[config.mk]
export PLATFORM = sky130hd
export DESIGN_NAME = bsc_dly
export DESIGN_NICKNAME = d
export VERILOG_FILES = /design/src/rtl/barometric_sensor_compensation_macros.svh /design/src/rtl/bsc_dly.sv
export SDC_FILE = /design/constraint.sdc
export NUM_CORES = 1
export LEC_CHECK = 0
export BUFFER_PORTS_ARGS = -buffer_cell sky130_fd_sc_hd__buf_4
export CORE_AREA = 2 2 39 41
export CTS_CLUSTER_SIZE = 8
export DETAILED_ROUTE_END_ITERATION = 10
export DIE_AREA = 0 0 41 43
export GPL_ROUTABILITY_DRIVEN = 0
export PLACE_DENSITY = 0.64
export SYNTH_ARGS = -nofsm -noshare
export SYNTH_HDL_FRONTEND = slang
export SYNTH_SLANG_ARGS = --single-unit
[constraint.sdc]
create_clock -name clk -period 0.8 [get_ports clk]
set_input_delay 0.24 -clock clk [delete_from_list [all_inputs] [get_ports clk]]
set_output_delay 0.24 -clock clk [all_outputs]
set_load 0.03 [all_outputs]
[src/rtl/barometric_sensor_compensation_macros.svh]
// Assertion macros for the RTL of the barometer compensation block.
`ifndef BAROMETRIC_SENSOR_COMPENSATION_MACROS_SVH
`define BAROMETRIC_SENSOR_COMPENSATION_MACROS_SVH
`ifndef SYNTHESIS
`define BSC_ASSERT(lbl, prop) \
  lbl: assert property (@(posedge clk) disable iff (!rst_n) prop) \
    else $error("bsc assertion failed");
`define BSC_ASSERT_ALWAYS(lbl, prop) \
  lbl: assert property (@(posedge clk) prop) else $error("bsc assertion failed");
`else
`define BSC_ASSERT(lbl, prop)
`define BSC_ASSERT_ALWAYS(lbl, prop)
`endif
`endif

[src/rtl/bsc_dly.sv]
module bsc_dly #(
  parameter int W     = 8,
  parameter int DEPTH = 2
) (
  input  logic         clk,
  input  logic [W-1:0] d_i,
  output logic [W-1:0] q_o
);

  logic [W-1:0] sr_r [DEPTH];

  always_ff @(posedge clk) begin
    sr_r[0] <= d_i;
    for (int k = 1; k < DEPTH; k++) begin
      sr_r[k] <= sr_r[k-1];
    end
  end

  assign q_o = sr_r[DEPTH-1];

endmodule

==> results.md <==
Run status:
- The run finished, with violations left.
- The checks that failed: setup timing.

Worst hold path:
- The hold path startpoint is d_i[0].
- The min-delay analysis places its worst path in the category primary input to flip-flop.
- The path with the worst hold slack has its endpoint at sr_r[0][0].
- Counting instances, the worst hold path has a depth of 1.

Setup path:
- The end of the worst register-to-register path is sr_r[0][10].
- For this run, the slowest stage of the critical path takes between 0.3 and 0.4 ns.
- The signal on the critical path passes through buf_6.
- The setup check on the worst reg-to-reg path leaves a slack of 0.40 ns.
- The worst register-to-register path begins at sr_r[0][2].
- The highest fanout seen on the critical path is 1.
- The data required time at the worst endpoint is between 0.5 and 0.6 ns.
- The worst setup path is captured at an output pin.
- The number of cell instances on the worst register-to-register path is 0.
- The element type at the critical path start is a flip-flop.
- The slowest stage of the critical path is the sky130_fd_sc_hd__dfxtp_2 cell.
- The critical path is of the flip-flop to output pin type.
- The critical path's top delay family is flip-flops.
- The data arrival time of the critical path is ~0.73 ns.
- Together, buffers and inverters on the worst path number 1.

Synthesis:
- The most area-hungry cell type in the Yosys netlist is sky130_fd_sc_hd__dfxtp_1.
- The synthesized netlist devotes 0% of its cell area to adder and majority cells.
- Sorting the synthesized cells by area gives the leading types as sky130_fd_sc_hd__dfxtp_1 (84%), sky130_fd_sc_hd__buf_4 (16%).
- The share of the Yosys chip area taken by registers is a little over four fifths.
- The number of flops mapped to enable cells by yosys is 0.
- Dividing the synthesized area by the synthesized cell count gives between 15 and 20 um2.
- The area fraction in compound gates after synthesis is 0%.
- Of the post-synthesis cell area, the part taken by muxes is 0%.
- The instance count of the mapped netlist is 24.
- After synthesis, the largest area contributor takes up 84.2% of total cell area.
- Summing the areas of all xor and xnor instances in the mapped netlist gives 0% of the synthesized area.
- Ranked by instance count, the synthesized netlist is headed by sky130_fd_sc_hd__dfxtp_1 (16), sky130_fd_sc_hd__buf_4 (8).
- Of the total synthesized cell area, the portion taken by AND, OR, NAND and NOR gates is 0%.
- Yosys instantiated no cell more often than sky130_fd_sc_hd__dfxtp_1.
- The post-synthesis cell type count is 2.
- The dominant combinational cell family by area after synthesis is buffers and inverters.
- The mapped netlist covers 380 um2.
- After synthesis the netlist holds a flip-flop and latch count of 16.
- The prevailing post-synth register cell is sky130_fd_sc_hd__dfxtp_1.
- The Yosys warning count is 0.
- The share of async-settable or async-resettable flops after synthesis is 0%.
- The number of nets produced by synthesis is 33.

Clocking:
- The clock net in this run drives a total of 16 sinks.
- The total setup buffers inserted after CTS is 0.
- The CTS tree is built.
- Clock latency on the worst-skew pair, taken at its later pin, is around 0.28 ns.
- After clock tree synthesis, the clock-pin slew on the worst setup and hold paths is around 0.09 ns.
- The clock passes through at most 2 buffers.
- The clock tree root driver cell is sky130_fd_sc_hd__clkbuf_4.
- In this run the number of H-tree levels came out at 1.
- The number of buffers inserted during clock tree synthesis is 3.

Global routing:
- In the global route stage, met1 resource usage came out at approximately 5%.
- The global routing met3 resource utilization is roughly 3.1%.
- Entering global routing, the biggest net connects 10 pins.
- The most used routing layer is met4.
- The met2 demand-to-capacity share in global routing is around 6.3%.
- The global-route wire length before repair is 558 um.
- Across every metal layer, demand over resource in global routing totals under 10%.
- The number of global-route vias before repair is 163.
- The number of antenna violations at the first check in global routing is 0.
- The global route total overflow is 0.

STA:
- The worst slack on hold paths is 0.0558 ns.
- The final hold violation count is 0.
- On the final layout, the worst clock skew is 0.00542 ns.
- Setup violations remaining at the end of the flow were counted as 8.
- The fmax is just over 1000 MHz.
- The setup slack of the critical path after layout is -0.172 ns.
- The aggregate negative setup slack is -1.34 ns.
- Headroom to the max-slew limit came out at a little over nine tenths.
- For the pin with the worst max-slew slack, the measured transition is about 0.085 ns.
- The post-route minimum period is approximately 1 ns.
- The final critical-path share of the clock period is 122%.
- The max-slew violation count is 0.
- Setup repair after global routing could not meet its margin everywhere.

Die:
- The core outline area is 1380 um2.
- Measured along the y axis, the die boundary spans 43 um.
- The number of primary I/O pins is 17.
- The floorplan step defined a die boundary enclosing between 1500 and 2000 um2.
- The starting density of the core is a little over a quarter.
- The initialized floorplan defines 14 standard-cell rows.
- The die width is roughly 41 um.

Placement:
- The count of input and output buffers is 16.
- The number of placed instances, taps included, is 48.
- The worst setup slack before clock tree synthesis is ~0.12 ns.

Route:
- In this run the remaining antenna-violating nets after routing total 0.
- The via density per instance is 3.35.
- The routed layout has 174 vias.
- The wire length per cell is between 8 and 9 um.
- The count of unresolved DRC violations after routing is 0.
- The number of DRC markers after the initial detailed-route iteration is 0.
- The aggregate routed wire length is about 430 um.
- The number of iterations in the first detailed-routing pass is 1.

Layout:
- In the final layout, the registers with the most flip-flops are sr_r x16.
- The fraction of layout cells with a size suffix above 1 is between 70% and 80%.
- The post-synthesis to final-layout area growth is 41.1%.
- The count of cells in the finished layout, fillers not included, comes to 52.
- The area of combinational cells with multiple inputs is 0 um2.
- The antenna diode instance count is 0.
- The flip-flop count of the largest register after layout is 16.
- The count of multi-input combinational gates is 0.
- In the final design database the tool counted 46 nets.
- More flip-flops sit in one register than any other, and that register is sr_r.

Job:
- Across the run, the number of max-cap violations was 0.

Power:
- Power spread over the standard cell area amounts to 2750 nW/um2.
- The leakage power is between 0.2 and 0.25 nW.
- Summing internal, switching and leakage power gives around 1.5 mW.
- The worst-case IR drop observed on VDD is ~0.67 mV.
==> worst max path at each step <==
stage / start / to / slack (ns) / cells past startpoint
after floorplan: sr_r[0][8] / q_o[0] / 0.13 / 1
final: sr_r[0][14] / q_o[6] / -0.17 / 1
after global placement: sr_r[0][8] / q_o[0] / 0.12 / 1
after global routing: sr_r[0][14] / q_o[6] / -0.20 / 1
after CTS: sr_r[0][12] / q_o[4] / -0.18 / 1
after detailed placement: sr_r[0][12] / q_o[4] / 0.12 / 1
==> metal layers <==
| layer | wire length (um) | part of all wire [%] | vias up |
|---|---|---|---|
| met1 | 176 | 41 | 68 |
| li1 | - | - | 87 |
| met3 | 45 | 11 | 4 |
| met5 | 0 | 0 | - |
| met2 | 173 | 41 | 15 |
| met4 | 31 | 7.3 | 0 |
==> final cells by class <==
type	instances	area, um2
Tap cell	16	20.0
Clock buffer	4	36.3
Timing Repair Buffer	16	150
Fill cell	132	847
Sequential cell	16	330
==> placed cells by master, fill, tap and decap left out <==
cell,count
sky130_fd_sc_hd__dfxtp_1,8
sky130_fd_sc_hd__dfxtp_2,8
sky130_fd_sc_hd__buf_4,8
sky130_fd_sc_hd__clkbuf_8,1
sky130_fd_sc_hd__buf_6,8
sky130_fd_sc_hd__clkbuf_4,3
==> through the flow <==
step | instance area (um2) | util, %
floorplan | 380 | -
global placement | 460 | 33.3
detailed placement | 460 | 33.3
CTS | 537 | 38.8
global route | 537 | 38.8
finish | 537 | 38.8
==> logic make-up (layout without fill, tap and decap cells) <==
logic type / after synthesis / after routing
flops: 16 / 16
buf+inv: 8 / 20
==> what timing repair did <==
action	4_1_cts	5_1_grt
hold endpoints to repair	0	0
hold buffers	0	0
cloned	0	0
pin swaps	0	0
endpoints found under the setup margin	8	8
resized for setup	16	0
==> report_power, final <==
| group | switching, mW | internal [mW] |
|---|---|---|
| combinational | 0.0548 | 0.0631 |
| clock | 0.226 | 0.277 |
| sequential | 0.0129 | 0.843 |
| total | 0.294 | 1.18 |
(Power assumes the default switching activity.)
